==> config.mk <==
export PLATFORM = sky130hd
export DESIGN_NAME = bitmap_contiguous_block_allocator
export DESIGN_NICKNAME = d
export VERILOG_FILES = /design/src/rtl/core/bcba_pkg.sv /design/src/rtl/core/bitmap_contiguous_block_allocator.sv /design/src/rtl/core/bcba_ram.sv /design/src/rtl/core/bcba_scan.sv
export VERILOG_INCLUDE_DIRS = /design/src /design/src/rtl/core
export SDC_FILE = /design/constraint.sdc
export NUM_CORES = 2
export LEC_CHECK = 0
export BUFFER_PORTS_ARGS = -buffer_cell sky130_fd_sc_hd__buf_2
export CORE_MARGIN = 2
export CORE_UTILIZATION = 45
export CTS_CLUSTER_SIZE = 28
export DETAILED_ROUTE_END_ITERATION = 6
export GPL_TIMING_DRIVEN = 0
export SLEW_MARGIN = 20
export SYNTH_ARGS = -nofsm -noshare
export SYNTH_HDL_FRONTEND = slang
export SYNTH_SLANG_ARGS = --single-unit
export TNS_END_PERCENT = 20
==> constraint.sdc <==
create_clock -name i_clk -period 9.1 [get_ports i_clk]
set_clock_uncertainty 0.05 [all_clocks]
set_input_delay 1.82 -clock i_clk [delete_from_list [all_inputs] [get_ports i_clk]]
set_output_delay 1.82 -clock i_clk [all_outputs]
set_load 0.02 [all_outputs]
==> src/rtl/core/bitmap_contiguous_block_allocator_assert.svh <==
// Assertion macros for the block allocator.
`ifndef BITMAP_CONTIGUOUS_BLOCK_ALLOCATOR_ASSERT_SVH
`define BITMAP_CONTIGUOUS_BLOCK_ALLOCATOR_ASSERT_SVH

// Consequent must hold in the same cycle as the antecedent.
`define BCBA_ASSERT_NOW(label, clk, rst_n, ante, cons, msg) \
    label: assert property (@(posedge clk) disable iff (!rst_n) (ante) |-> (cons)) \
        else $error(msg);

// Consequent must hold in the cycle after the antecedent.
`define BCBA_ASSERT_NEXT(label, clk, rst_n, ante, cons, msg) \
    label: assert property (@(posedge clk) disable iff (!rst_n) (ante) |=> (cons)) \
        else $error(msg);

`endif

==> src/rtl/core/bcba_pkg.sv <==
package bcba_pkg;

    localparam int POS_W   = 13;  // block position, up to the largest limit
    localparam int WORD_W  = 8;   // bitmap word index within the position space
    localparam int BITS_W  = 32;  // blocks per bitmap word
    localparam int BLK_W   = 12;
    localparam int CNT_W   = 13;

    localparam logic [BITS_W-1:0] WORD_ONES = 32'hFFFF_FFFF;

    localparam logic CFG_IDX_AREA_BASE = 1'b0;
    localparam logic CFG_IDX_BLK_LIMIT = 1'b1;

    typedef enum logic [1:0] {
        REQ_ALLOC = 2'd0,
        REQ_MARK  = 2'd1,
        REQ_FREE  = 2'd2,
        REQ_TEST  = 2'd3
    } t_req_type;

    typedef enum logic [1:0] {
        ST_OK      = 2'd0,
        ST_NOSPACE = 2'd1,
        ST_RANGE   = 2'd2
    } t_status;

    typedef struct packed {
        t_req_type          req_type;
        logic [BLK_W-1:0]   block;
        logic [CNT_W-1:0]   count;
    } t_req;

    typedef struct packed {
        t_status            status;
        logic [BLK_W-1:0]   first_blk;
        logic               is_used;
    } t_res;

    typedef struct packed {
        logic               init;
        logic               step;
        logic [WORD_W-1:0]  word;
        logic [BITS_W-1:0]  free_bits;
    } t_scan_ctl;

    typedef struct packed {
        logic               found;
        logic [POS_W-1:0]   start;
    } t_scan_res;

endpackage

==> src/rtl/core/bitmap_contiguous_block_allocator.sv <==
// Bitmap first-fit block allocator: one used/free bit per block, kept in a
// RAM of 32-bit words.
// Request channel: i_req is taken at a clock edge with start high and busy
// low. Every transaction gives exactly one result: o_res is valid for one cycle
// while o_res_valid is high; the receiver cannot stall and must take it then.
// Flow, one RAM word read per cycle:
//   count of zero, or a range/limit error: answered in the next cycle, and
//     busy stays low, so a new request may follow at once.
//   test: reads the block's word, then answers.  mark/free: reads each word
//     of the range and writes it back updated.
//   allocate: scans words from the first data block until a run fits, then
//     marks it; with no fit, answers no-space after the last word.
// Rate is set by the single read port of the bitmap RAM; marking overlaps
// the read of the next word with the write of the current one.
// Reset: after i_rst_n the bitmap is cleared one word per cycle,
//   with busy high; APB writes are taken meanwhile.
// Configuration: APB registers first data block (0x0) and block count (0x4);
// the user writes them only while no request is outstanding; not enforced.
module bitmap_contiguous_block_allocator #(
    parameter int NUM_BLOCKS = 4096
) (
    input  logic                  i_clk,
    input  logic                  i_rst_n,
    input  logic                  start,
    output logic                  busy,
    input  bcba_pkg::t_req        i_req,
    output logic                  o_res_valid,
    output bcba_pkg::t_res        o_res,
    input  logic                  psel,
    input  logic                  penable,
    input  logic                  pwrite,
    input  logic [2:0]            paddr,
    input  logic [31:0]           pwdata,
    output logic [31:0]           prdata,
    output logic                  pready
);

    import bcba_pkg::*;

    localparam int DEPTH = (NUM_BLOCKS + BITS_W - 1) / BITS_W;
    localparam int AW    = (DEPTH > 1) ? $clog2(DEPTH) : 1;
    localparam int unsigned LIM_CAP = (NUM_BLOCKS < 8191) ? NUM_BLOCKS : 8191;

    typedef enum logic [2:0] {
        S_CLEAR,
        S_IDLE,
        S_TEST,
        S_SCAN,
        S_FILL
    } t_state;

    t_state             r_state, n_state;
    logic [AW-1:0]      r_clr_addr, n_clr_addr;
    logic [BLK_W-1:0]   r_blk, n_blk;
    logic [CNT_W-1:0]   r_cnt, n_cnt;
    logic [POS_W-1:0]   r_lo, n_lo;
    logic [POS_W-1:0]   r_last, n_last;
    logic [WORD_W-1:0]  r_rd_word, n_rd_word;
    logic [WORD_W-1:0]  r_last_word, n_last_word;
    logic               r_rd_more, n_rd_more;
    logic               r_pend_vld, n_pend_vld;
    logic [WORD_W-1:0]  r_pend_word, n_pend_word;
    logic               r_set, n_set;
    logic               r_out_vld, n_out_vld;
    t_res               r_out, n_out;

    logic [BLK_W-1:0]   r_area_base;
    logic [CNT_W-1:0]   r_total;
    logic [POS_W-1:0]   lim;

    logic               ram_we;
    logic [AW-1:0]      ram_waddr;
    logic [BITS_W-1:0]  ram_wdata;
    logic               ram_re;
    logic [AW-1:0]      ram_raddr;
    logic [BITS_W-1:0]  ram_rdata;

    t_scan_ctl          scan_ctl;
    t_scan_res          scan_res;

    logic               accept;
    logic               cfg_wr;
    logic [POS_W:0]     range_end;
    logic [POS_W-1:0]   alloc_last;
    logic [BITS_W-1:0]  wmask;

    function automatic logic [BITS_W-1:0] range_mask(
        input logic [WORD_W-1:0] w,
        input logic [POS_W-1:0]  lo,
        input logic [POS_W-1:0]  last
    );
        logic [4:0] sb;
        logic [4:0] eb;
        sb = (w == lo[POS_W-1:5]) ? lo[4:0] : 5'd0;
        eb = (w == last[POS_W-1:5]) ? last[4:0] : 5'd31;
        range_mask = (WORD_ONES << sb) & (WORD_ONES >> (5'd31 - eb));
    endfunction

    bcba_ram #(
        .WIDTH (BITS_W),
        .DEPTH (DEPTH)
    ) u_map (
        .i_clk   (i_clk),
        .i_we    (ram_we),
        .i_waddr (ram_waddr),
        .i_wdata (ram_wdata),
        .i_re    (ram_re),
        .i_raddr (ram_raddr),
        .o_rdata (ram_rdata)
    );

    bcba_scan u_scan (
        .i_clk   (i_clk),
        .i_rst_n (i_rst_n),
        .i_ctl   (scan_ctl),
        .i_cnt   (r_cnt),
        .o_res   (scan_res)
    );

    // configuration port
    assign pready = 1'b1;
    assign cfg_wr = psel && penable && pwrite && pready;

    always_ff @(posedge i_clk) begin
        if (!i_rst_n) begin
            r_area_base <= '0;
            r_total     <= CNT_W'(4096);
        end else if (cfg_wr) begin
            case (paddr[2])
                CFG_IDX_AREA_BASE: r_area_base <= pwdata[BLK_W-1:0];
                CFG_IDX_BLK_LIMIT: r_total     <= pwdata[CNT_W-1:0];
                default: ;
            endcase
        end
    end

    always_comb begin
        case (paddr[2])
            CFG_IDX_AREA_BASE: prdata = 32'(r_area_base);
            CFG_IDX_BLK_LIMIT: prdata = 32'(r_total);
            default:           prdata = '0;
        endcase
    end

    assign lim    = (r_total > POS_W'(LIM_CAP)) ? POS_W'(LIM_CAP) : r_total;
    assign busy   = (r_state != S_IDLE);
    assign accept = start && !busy;

    assign o_res_valid = r_out_vld;
    assign o_res       = r_out;

    always_comb begin
        n_state     = r_state;
        n_clr_addr  = r_clr_addr;
        n_blk       = r_blk;
        n_cnt       = r_cnt;
        n_lo        = r_lo;
        n_last      = r_last;
        n_rd_word   = r_rd_word;
        n_last_word = r_last_word;
        n_rd_more   = r_rd_more;
        n_pend_vld  = 1'b0;
        n_pend_word = r_pend_word;
        n_set       = r_set;
        n_out_vld   = 1'b0;
        n_out       = r_out;

        ram_we    = 1'b0;
        ram_waddr = AW'(r_pend_word);
        ram_wdata = '0;
        ram_re    = 1'b0;
        ram_raddr = AW'(r_rd_word);

        range_end  = {2'b00, i_req.block} + {1'b0, i_req.count};
        alloc_last = scan_res.start + r_cnt - POS_W'(1);
        wmask      = range_mask(r_pend_word, r_lo, r_last);

        scan_ctl.init      = 1'b0;
        scan_ctl.step      = 1'b0;
        scan_ctl.word      = r_pend_word;
        scan_ctl.free_bits = ~ram_rdata & wmask;

        // shared word reader for test, scan and fill
        if (r_state == S_TEST || r_state == S_SCAN || r_state == S_FILL) begin
            if (r_rd_more) begin
                ram_re      = 1'b1;
                n_pend_vld  = 1'b1;
                n_pend_word = r_rd_word;
                n_rd_word   = r_rd_word + WORD_W'(1);
                if (r_rd_word == r_last_word) begin
                    n_rd_more = 1'b0;
                end
            end
        end

        case (r_state)
            S_CLEAR: begin
                ram_we     = 1'b1;
                ram_waddr  = r_clr_addr;
                ram_wdata  = '0;
                n_clr_addr = r_clr_addr + AW'(1);
                if (r_clr_addr == AW'(DEPTH - 1)) begin
                    n_state = S_IDLE;
                end
            end

            S_IDLE: begin
                if (accept) begin
                    n_blk      = i_req.block;
                    n_cnt      = i_req.count;
                    n_out      = '{status: ST_OK, first_blk: '0, is_used: 1'b0};
                    case (i_req.req_type)
                        REQ_ALLOC: begin
                            if (i_req.count == '0) begin
                                n_out.first_blk = r_area_base;
                                n_out_vld       = 1'b1;
                            end else if ({1'b0, r_area_base} >= lim) begin
                                n_out.status = ST_NOSPACE;
                                n_out_vld    = 1'b1;
                            end else begin
                                n_lo          = {1'b0, r_area_base};
                                n_last        = lim - POS_W'(1);
                                n_rd_word     = WORD_W'(r_area_base[BLK_W-1:5]);
                                n_last_word   = n_last[POS_W-1:5];
                                n_rd_more     = 1'b1;
                                scan_ctl.init = 1'b1;
                                n_state       = S_SCAN;
                            end
                        end
                        REQ_MARK, REQ_FREE: begin
                            if (i_req.count == '0) begin
                                n_out_vld = 1'b1;
                            end else if (range_end > {1'b0, lim}) begin
                                n_out.status = ST_RANGE;
                                n_out_vld    = 1'b1;
                            end else begin
                                n_lo        = {1'b0, i_req.block};
                                n_last      = range_end[POS_W-1:0] - POS_W'(1);
                                n_rd_word   = WORD_W'(i_req.block[BLK_W-1:5]);
                                n_last_word = n_last[POS_W-1:5];
                                n_rd_more   = 1'b1;
                                n_set       = (i_req.req_type == REQ_MARK);
                                n_state     = S_FILL;
                            end
                        end
                        REQ_TEST: begin
                            if ({1'b0, i_req.block} >= lim) begin
                                // unreachable block reads as used
                                n_out.status  = ST_RANGE;
                                n_out.is_used = 1'b1;
                                n_out_vld     = 1'b1;
                            end else begin
                                n_rd_word   = WORD_W'(i_req.block[BLK_W-1:5]);
                                n_last_word = WORD_W'(i_req.block[BLK_W-1:5]);
                                n_rd_more   = 1'b1;
                                n_state     = S_TEST;
                            end
                        end
                        default: ;
                    endcase
                end
            end

            S_TEST: begin
                if (r_pend_vld) begin
                    n_out.is_used = ram_rdata[r_blk[4:0]];
                    n_out_vld     = 1'b1;
                    n_state       = S_IDLE;
                end
            end

            S_SCAN: begin
                scan_ctl.step = r_pend_vld;
                if (r_pend_vld) begin
                    if (scan_res.found) begin
                        // drop reads still in flight and mark the run
                        n_out.first_blk = scan_res.start[BLK_W-1:0];
                        n_lo        = scan_res.start;
                        n_last      = alloc_last;
                        n_rd_word   = scan_res.start[POS_W-1:5];
                        n_last_word = alloc_last[POS_W-1:5];
                        n_rd_more   = 1'b1;
                        n_pend_vld  = 1'b0;
                        n_set       = 1'b1;
                        n_state     = S_FILL;
                    end else if (r_pend_word == r_last_word) begin
                        n_out.status = ST_NOSPACE;
                        n_out_vld    = 1'b1;
                        n_rd_more    = 1'b0;
                        n_pend_vld   = 1'b0;
                        n_state      = S_IDLE;
                    end
                end
            end

            S_FILL: begin
                if (r_pend_vld) begin
                    ram_we    = 1'b1;
                    ram_wdata = r_set ? (ram_rdata | wmask) : (ram_rdata & ~wmask);
                    if (r_pend_word == r_last_word) begin
                        n_out_vld = 1'b1;
                        n_state   = S_IDLE;
                    end
                end
            end

            default: begin
                n_state = S_IDLE;
            end
        endcase
    end

    always_ff @(posedge i_clk) begin
        if (!i_rst_n) begin
            r_state    <= S_CLEAR;
            r_clr_addr <= '0;
            r_rd_more  <= 1'b0;
            r_pend_vld <= 1'b0;
            r_out_vld  <= 1'b0;
        end else begin
            r_state     <= n_state;
            r_clr_addr  <= n_clr_addr;
            r_blk       <= n_blk;
            r_cnt       <= n_cnt;
            r_lo        <= n_lo;
            r_last      <= n_last;
            r_rd_word   <= n_rd_word;
            r_last_word <= n_last_word;
            r_rd_more   <= n_rd_more;
            r_pend_vld  <= n_pend_vld;
            r_pend_word <= n_pend_word;
            r_set       <= n_set;
            r_out_vld   <= n_out_vld;
            r_out       <= n_out;
        end
    end

`include "bitmap_contiguous_block_allocator_assert.svh"

    `BCBA_ASSERT_NOW(a_no_rw_collide, i_clk, i_rst_n, ram_we && ram_re,
        ram_waddr != ram_raddr, "bitmap read and write hit the same word")
    `BCBA_ASSERT_NEXT(a_accept_progress, i_clk, i_rst_n, start && !busy,
        busy || o_res_valid, "accepted transaction neither busy nor answered")
    `BCBA_ASSERT_NOW(a_nospace_clean, i_clk, i_rst_n,
        o_res_valid && (o_res.status == ST_NOSPACE),
        (o_res.first_blk == '0) && !o_res.is_used, "no-space result carries data")
    `BCBA_ASSERT_NOW(a_pend_in_range, i_clk, i_rst_n, r_pend_vld,
        r_pend_word <= r_last_word, "pending word beyond the range end")

endmodule

==> src/rtl/core/bcba_ram.sv <==
module bcba_ram #(
    parameter int WIDTH = 32,
    parameter int DEPTH = 128,
    localparam int AW = (DEPTH > 1) ? $clog2(DEPTH) : 1
) (
    input  logic             i_clk,
    input  logic             i_we,
    input  logic [AW-1:0]    i_waddr,
    input  logic [WIDTH-1:0] i_wdata,
    input  logic             i_re,
    input  logic [AW-1:0]    i_raddr,
    output logic [WIDTH-1:0] o_rdata
);

    logic [WIDTH-1:0] r_mem [DEPTH];
    logic [WIDTH-1:0] r_rdata;

    always_ff @(posedge i_clk) begin
        if (i_we) begin
            r_mem[i_waddr] <= i_wdata;
        end
        if (i_re) begin
            r_rdata <= r_mem[i_raddr];
        end
    end

    assign o_rdata = r_rdata;

endmodule

==> src/rtl/core/bcba_scan.sv <==
module bcba_scan (
    input  logic                        i_clk,
    input  logic                        i_rst_n,
    input  bcba_pkg::t_scan_ctl         i_ctl,
    input  logic [bcba_pkg::CNT_W-1:0]  i_cnt,
    output bcba_pkg::t_scan_res         o_res
);

    import bcba_pkg::*;

    logic [POS_W-1:0]  r_carry;
    logic [POS_W-1:0]  r_run_head;
    logic [POS_W-1:0]  n_carry;
    logic [POS_W-1:0]  n_run_head;

    logic [BITS_W-1:0] f;
    logic [BITS_W-1:0] h [6];
    logic [BITS_W-1:0] fit;
    logic [5:0]        off;
    logic [5:0]        tz;
    logic [5:0]        lz;
    logic [4:0]        fit_idx;
    logic [POS_W-1:0]  base;
    logic [POS_W:0]    head_len;
    logic              via_carry;
    logic              short_req;
    logic              fit_any;
    logic              found;

    always_comb begin
        f    = i_ctl.free_bits;
        base = {i_ctl.word, 5'd0};

        // trailing and leading free counts
        tz = 6'd32;
        for (int i = BITS_W - 1; i >= 0; i--) begin
            if (!f[i]) begin
                tz = 6'(i);
            end
        end
        lz = 6'd32;
        for (int i = 0; i < BITS_W; i++) begin
            if (!f[i]) begin
                lz = 6'(BITS_W - 1 - i);
            end
        end

        // h[b][x]: blocks x .. x+2^b-1 all free inside this word
        h[0] = f;
        for (int b = 0; b < 5; b++) begin
            h[b+1] = h[b] & (h[b] >> (1 << b));
        end
        fit = WORD_ONES;
        off = '0;
        for (int b = 0; b < 6; b++) begin
            if (i_cnt[b]) begin
                fit = fit & (h[b] >> off);
                off = off + 6'(1 << b);
            end
        end
        short_req = (i_cnt <= CNT_W'(BITS_W));
        fit_any   = short_req && (|fit);
        fit_idx   = '0;
        for (int i = BITS_W - 1; i >= 0; i--) begin
            if (fit[i]) begin
                fit_idx = 5'(i);
            end
        end

        head_len  = {1'b0, r_carry} + (POS_W+1)'(tz);
        via_carry = (head_len >= {1'b0, i_cnt});
        found     = i_ctl.step && (via_carry || fit_any);

        o_res.found = found;
        if (via_carry) begin
            o_res.start = (r_carry != '0) ? r_run_head : base;
        end else begin
            o_res.start = base + POS_W'(fit_idx);
        end

        n_carry    = r_carry;
        n_run_head = r_run_head;
        if (i_ctl.init) begin
            n_carry = '0;
        end else if (i_ctl.step && !found) begin
            if (&f) begin
                n_carry    = r_carry + POS_W'(BITS_W);
                n_run_head = (r_carry == '0) ? base : r_run_head;
            end else begin
                // a new run may begin after the highest used block
                n_carry    = POS_W'(lz);
                n_run_head = base + POS_W'(BITS_W) - POS_W'(lz);
            end
        end
    end

    always_ff @(posedge i_clk) begin
        if (!i_rst_n) begin
            r_carry <= '0;
        end else begin
            r_carry <= n_carry;
        end
        r_run_head <= n_run_head;
    end

endmodule
# Yosys cells after proc, flatten, opt, wreduce, memory -nomap -nowiden
# Memory sizes are Yosys's and may differ from the RTL's. A register that Yosys moved wholly into a read port is not among the register bits.
# Index checks and enable logic that the tools add are counted.
[totals]
latch_bits = 0
mem_bits_rw = 4096
ff_bits = 148
romBits = 0
input_bits = 68
wordCells = 378
n_memories = 1
output_inout_bits = 50
[classes]
div = 0
n_addsub = 17
magnitude_cmp = 7
eq_ne = 31
shifts = 7
mux = 242
multipliers = 0
n_reduce_logical = 34
bitwise_logic = 19
[mem_list]
columns = ["name", "depth", "word_bits", "rd", "rd_clocked_by_memory_dff", "write_ports", "line_no", "text"]
rows = [
  ["u_map.r_mem", 128, 32, 1, 1, 1, "bcba_ram.sv:15", "logic [WIDTH-1:0] r_mem [DEPTH];"],
]
[ops]
columns = ["cell", "n"]
rows = [
  ["6-bit 2-to-1 mux", 68],
  ["32-bit 2-to-1 mux", 9],
  ["13-bit 2-to-1 mux", 20],
  ["32-bit bitwise AND", 8],
  ["5-bit 2-to-1 mux", 34],
  ["8-bit 2-to-1 mux", 18],
  ["32-bit by 6-bit right shift with 32-bit output", 4],
  ["13-bit case mux with 2 select lines", 4],
  ["32-bit NOT", 2],
  ["32-bit case mux with 2 select lines", 1],
  ["1-bit 2-to-1 mux", 49],
  ["8-bit case mux with 3 select lines", 2],
  ["13-bit by 1-bit subtractor with 13-bit output, second input constant", 3],
  ["12-bit 2-to-1 mux", 3],
  ["3-bit 2-to-1 mux", 12],
  ["32-bit by 16-bit bitwise AND with 32-bit output", 1],
  ["32-bit by 24-bit bitwise AND with 32-bit output", 1],
  ["32-bit by 28-bit bitwise AND with 32-bit output", 1],
  ["32-bit by 30-bit bitwise AND with 32-bit output", 1],
  ["32-bit by 31-bit bitwise AND with 32-bit output", 1],
  ["8-bit == test", 4],
  ["32-bit OR", 1],
  ["8-bit case mux with 2 select lines", 2],
  ["32-bit AND reduction", 1],
  ["62 further kinds", 107],
]

# Depth between registers and ports, before layout
[depth]
ltp_word = 57
depth_mapped = 57
mapped_depth_nobuf = 52

# Modules after synthesis
# From an unflattened synthesis, not the netlist that was laid out.
[hier_totals]
cells_unflattened = 8356
area_unflattened_um2 = 175026.6
[modules_own_cells]
columns = ["mod", "seq_area_each_um2", "cells_each", "area_each_um2", "n_inst"]
rows = [
  ["bcba_ram", 123958.9, 5984, 156575.2, 1],
  ["bitmap_contiguous_block_allocator", 3283.1, 1275, 10894.2, 1],
  ["bcba_scan", 650.6, 1097, 7557.2, 1],
]

# Least setup slack after synthesis
# Ideal clock, no wire load.
[synth_path]
kind = "register to register"
start = "reg r_pend_word[6]"
end = "reg r_last[12], data pin"
required_ps = 8781
period_less_slack_ps = 8847
n_path_buf = 3
setup_slack_ps = 253
path_stages_with_launch = 53
setup_ps = 269
arrival_ps = 8528
cell_sequence = "edfxtp_1 buf_4 xnor2_1 nand4_2 nor4_1 nor3_1 clkbuf_1 a21o_1 a21oi_1 o21ai_0 a21oi_1 o31ai_1 a21oi_1 o21ai_0 a21oi_1 o21bai_1 a21oi_1 ha_1 [... 17 more ...] o21ai_0 ha_1 inv_1 ha_1 a21o_1 a21oi_1 o21bai_1 a21oi_1 o21bai_1 a21oi_1 o21bai_1 a21oi_1 o21bai_1 a21oi_1 xnor2_1 xnor2_1 nor2_1 a21oi_1"
[synth_via]
elab_chain_cells = 57
word_cells_on_any_way = 104
cone_classes = "add/sub: 5; order compare: 1; eq/ne: 2; shift: 7; mux: 77; bitwise: 12"
[synth_rtl]
columns = ["item", "line_no", "text"]
rows = [
  ["start, declared", "bitmap_contiguous_block_allocator.sv:62", "logic [WORD_W-1:0] r_pend_word, n_pend_word;"],
  ["start signal, assigned", "bitmap_contiguous_block_allocator.sv:331", "r_pend_word <= n_pend_word;"],
  ["parallel branches: the longest is 51 deep, another holds 5-bit subtractor", "--", ""],
  ["13-bit 2-to-1 mux (*)", "bcba_scan.sv:75", "if (via_carry) begin"],
  ["13-bit adder (*)", "bitmap_contiguous_block_allocator.sv:175", "alloc_last = scan_res.start + r_cnt - POS_W'(1);"],
  ["13-bit by 1-bit subtractor with 13-bit output (*)", "bitmap_contiguous_block_allocator.sv:175", ""],
  ["13-bit 2-to-1 mux (*)", "bitmap_contiguous_block_allocator.sv:275", "if (scan_res.found) begin"],
  ["13-bit 2-to-1 mux (*)", "bitmap_contiguous_block_allocator.sv:274", "if (r_pend_vld) begin"],
  ["13-bit case mux with 2 select lines (*)", "bitmap_contiguous_block_allocator.sv:196", "case (r_state)"],
  ["net n_last[12]", "bitmap_contiguous_block_allocator.sv:57", "logic [POS_W-1:0] r_last, n_last;"],
  ["end signal, assigned", "bitmap_contiguous_block_allocator.sv:326", "r_last <= n_last;"],
  ["end, declared", "bitmap_contiguous_block_allocator.sv:57", ""],
]
# Mark *: on every way through the listed nets, which the timed path passes. The select of a mux whose other input is x is not followed.
# A chain may end at the register's enable or synchronous reset.

# Worst setup path after layout
[layout_path]
start = "reg r_pend_word[4]"
end = "reg r_last_word[7], data pin"
[layout_via]
elab_chain_cells = 57
word_cells_on_any_way = 104
cone_classes = "add/sub: 5; order compare: 1; eq/ne: 2; shift: 7; mux: 77; bitwise: 12"
[layout_rtl]
columns = ["item", "line_no", "text"]
rows = [
  ["parallel branches: the longest is 51 deep, another holds 5-bit subtractor", "--", ""],
  ["13-bit 2-to-1 mux (*)", "bcba_scan.sv:75", ""],
  ["13-bit adder (*)", "bitmap_contiguous_block_allocator.sv:175", ""],
  ["13-bit by 1-bit subtractor with 13-bit output (*)", "bitmap_contiguous_block_allocator.sv:175", ""],
  ["8-bit 2-to-1 mux (*)", "bitmap_contiguous_block_allocator.sv:275", ""],
  ["8-bit 2-to-1 mux (*)", "bitmap_contiguous_block_allocator.sv:274", ""],
  ["8-bit case mux with 2 select lines (*)", "bitmap_contiguous_block_allocator.sv:196", ""],
  ["net n_last_word[7]", "bitmap_contiguous_block_allocator.sv:59", "logic [WORD_W-1:0] r_last_word, n_last_word;"],
  ["end signal, assigned", "bitmap_contiguous_block_allocator.sv:328", "r_last_word <= n_last_word;"],
  ["end, declared", "bitmap_contiguous_block_allocator.sv:59", ""],
]
# Marks and branches as above.

==> impl_results.md <==
- Status: complete, but fails checks
- Failing checks: DRC, setup timing
- Fin nets: 9,559
- CP Max Fanout: 4
- Most used cell, CP: buf_4
- Tightest Pin Transition: 1.21 ns
- DR pass1 iterations: 7
- Most frequent cells in the layout: 4,225 x edfxtp_1, 1,358 x mux4_2, 432 x clkbuf_16
- Fill cell count: 29,800
- IO Pins: 118
- Die area: 395,000 um2
- Mux cell area share after synthesis: 18.1%
- Leak: 0.0598 uW
- H-Tree Depth: 5
- Total track usage: 26.9%
- CTS Buffer Depth: 4
- Via total after detailed routing: 94,000
- Min Tclk post-route: 9.81 ns
- # setup viols final: 14
- Mapped Area: 176,000 um2
- Initial Util: 45.2%
- WL per Instance: 35.8 um
- Startpoint Class: register
- # hold bufs at CTS: 0
- Vias per cell: 6.27
- Row cnt: 229
- Sink Count: 4,276
- Max rail drop VDD: 0.153 mV
- Synth Area in Simple Gates: 3.26%
- Layout area overhead: 17.6%
- Number of I/O port buffers: 75
- Critical path type: reg2reg
- Worst path slowest cell: or4_4
- Commonest non-fill, non-tap cell in the layout: edfxtp_1
- Clk pin slew, worst setup/hold paths: 0.06 ns
- Inserted Clock Buffers: 427
- Syn Inst Count: 8,446
- Synth Register Bits: 4,276
- Unrepaired setup endpoints after global routing: yes
- Distinct cells, synth: 119
- Most used DFF post-synth: edfxtp_1
- Max_cap viols: 0
- Total grt overflow: 0
- Root Buffer: clkbuf_16
- Req. time, crit path: 9.78 ns
- PD cells: 196 nW/um2
- Antenna-violating nets left: 0
- Crit path DAT: 10.48 ns
- Layout cells sized above 1: 31.3%
- Die W: 629 um
- Initial DRC Count: 12,000
- Largest delay share family, worst path: compound AO/OA/AOI/OAI gates
- Largest net degree at the start of global routing: 46
- Core area: 389,000 um2
- YS warnings: 0
- Hold Violations, Final: 0
- Global-route wire length before repair: 746,000 um
- Global placer's final weighted congestion: 0.938
- Seq/Total Area, Yosys: 72.9%
- DRC: 56
- Initial antenna violation count: 55
- Largest family of logic cells by synthesized area: multiplexers
- EDFF count, synth: 4,225
- Worst rel slew slack: 19.6%
- Async SR Flop Fraction: 0%
- Fin. max-slew vios: 0
- Slowest stage delay, CP: 0.62 ns
- Fmax achieved: 102 MHz
- Number of global-route vias before repair: 94,100
- Compound-Gate Fraction of Synth Area: 3.09%
- CTS tree: built
- Die Y: 629 um
- Mean Syn Cell Area: 20.8 um2
- DP Worst Slack: -2.91 ns
- DP Wirelength: 390,000 um
- Final worst slack: -0.706 ns
- CP endpoint kind: register
- Hold/Removal Path Class: reg2reg
- Post-Synth XOR/XNOR Area: 0.524%
- Worst-skew pair later-pin latency: 0.99 ns
- Synth Area in Adders: 0.783%
- Final TNS setup: -5.37 ns
- Final WL: 537,000 um
- Tcrit/Tclk final: 108%
- CP Buf/Inv Count: 18
## synth_stat cells (all sizes together), types with 25 or more instances
master	n	area, um2
nor2	319	1210
a221o	25	256
clkbuf	345	1300
or3	32	210
and2	30	188
mux2	64	721
a31oi	33	206
o21bai	25	188
a21boi	35	263
o211ai	28	210
nand2	300	1130
a21o	28	210
nor2b	26	163
a221oi	31	309
edfxtp	4225	127000
nor4	45	460
nor3	70	398
a21oi	167	840
xnor2	73	639
ha	105	1310
a211oi	42	338
mux2i	54	541
nand4	59	422
inv	87	327
and3	31	194
mux4	1358	30600
o21ai	140	701
nand3	105	566
buf	152	746
xor2	32	280
dfxtp	51	1020
## per-stage QoR
stage / util (%) / cells / hold WS (ns) / total power [uW] / instance area, um2
3_3_place_gp: 46.9 / 13700 / 0.391 / 23500 / 183000
4_1_cts: 52.9 / 14900 / 0.430 / 40700 / 206000
6_report: 53.1 / 15000 / 0.423 / 40400 / 206000
2_1_floorplan: - / 8464 / 0.374 / 22800 / 176000
5_1_grt: 53.1 / 15000 / 0.442 / 41500 / 206000
3_5_place_dp: 49.1 / 14100 / 0.396 / 23600 / 191000
## power breakdown
part / internal, uW / switching [uW] / total (uW)
logic: 683 / 1110 / 1800
registers: 21400 / 21.7 / 21400
clock network: 9760 / 7470 / 17200
## state kept, by name, summed over array words and instances (netlist names), 12 cells and up
signal and cells:
u_map.r_mem 4096, u_map.o_rdata 32, o_res 15, r_cnt 13, r_last 13, r_lo 13, r_total 13, u_scan.r_carry 13
u_scan.r_run_head 13, r_area_base 12
## layout make-up
type | count | area (um2) | share of cell area, %
Tap cell | 5197 | 6500 | 3.15
Buffer | 492 | 2210 | 1.07
Inverter | 90 | 338 | 0.164
Clock buffer | 517 | 11100 | 5.40
Clock inverter | 267 | 2400 | 1.17
Sequential cell | 4276 | 128000 | 62.0
Multi-Input combinational cell | 3601 | 47400 | 23.0
Timing Repair Buffer | 495 | 8320 | 4.03
Antenna cell | 65 | 163 | 0.0788
## worst paths after layout
path	startpoint	endpoint	slack (ns)	cells past startpoint
min	r_rd_word[3]$_DFFE_PP_	r_pend_word[3]$_DFFE_PP_	0.42	0
min reg2reg	r_rd_word[3]$_DFFE_PP_	r_pend_word[3]$_DFFE_PP_	0.42	0
max	r_pend_word[4]$_DFFE_PP_	r_last_word[7]$_DFFE_PP_	-0.71	46
max reg2reg	r_pend_word[4]$_DFFE_PP_	r_last_word[7]$_DFFE_PP_	-0.71	46
## kinds of logic (layout without fill, tap and decap cells)
kind of cell	count (synthesis)	in the layout
and+or+nand+nor	1116	1116
xor gates and xnor gates	105	105
buffers and inverters	587	1861
adders and majority gates	108	108
DFF	4276	4276
other	2	85
AOI/OAI and AO/OA	776	776
muxes	1476	1476
## worst register-to-register path: cells and delay by family, from the launching register on
| kind | cells | cell delay (ns) |
|---|---|---|
| xor+xnor | 3 | 0.41 |
| buf+inv | 18 | 2.21 |
| fa+ha+maj | 2 | 0.45 |
| simple gates | 8 | 2.47 |
| compound gates | 15 | 3.49 |
| flops | 1 | 0.47 |
## routing by layer
metal  share of wire, %  vias to the layer above  track usage, %
met5             0.0086                        -               0
met4                4.4                        6            10.8
met3                8.2                      858            5.01
met2                 48                     4559            43.6
met1                 39                    50800            36.2
li1                   -                    37800               -
## repair_timing
item | CTS | global route
setup endpoints to repair | 100 | 18
pin swaps | 59 | 42
gates resized for setup | 118 | 50
buffers inserted | 89 | 15
cloned | 0 | 0
Power figures use the tool's default switching activity.
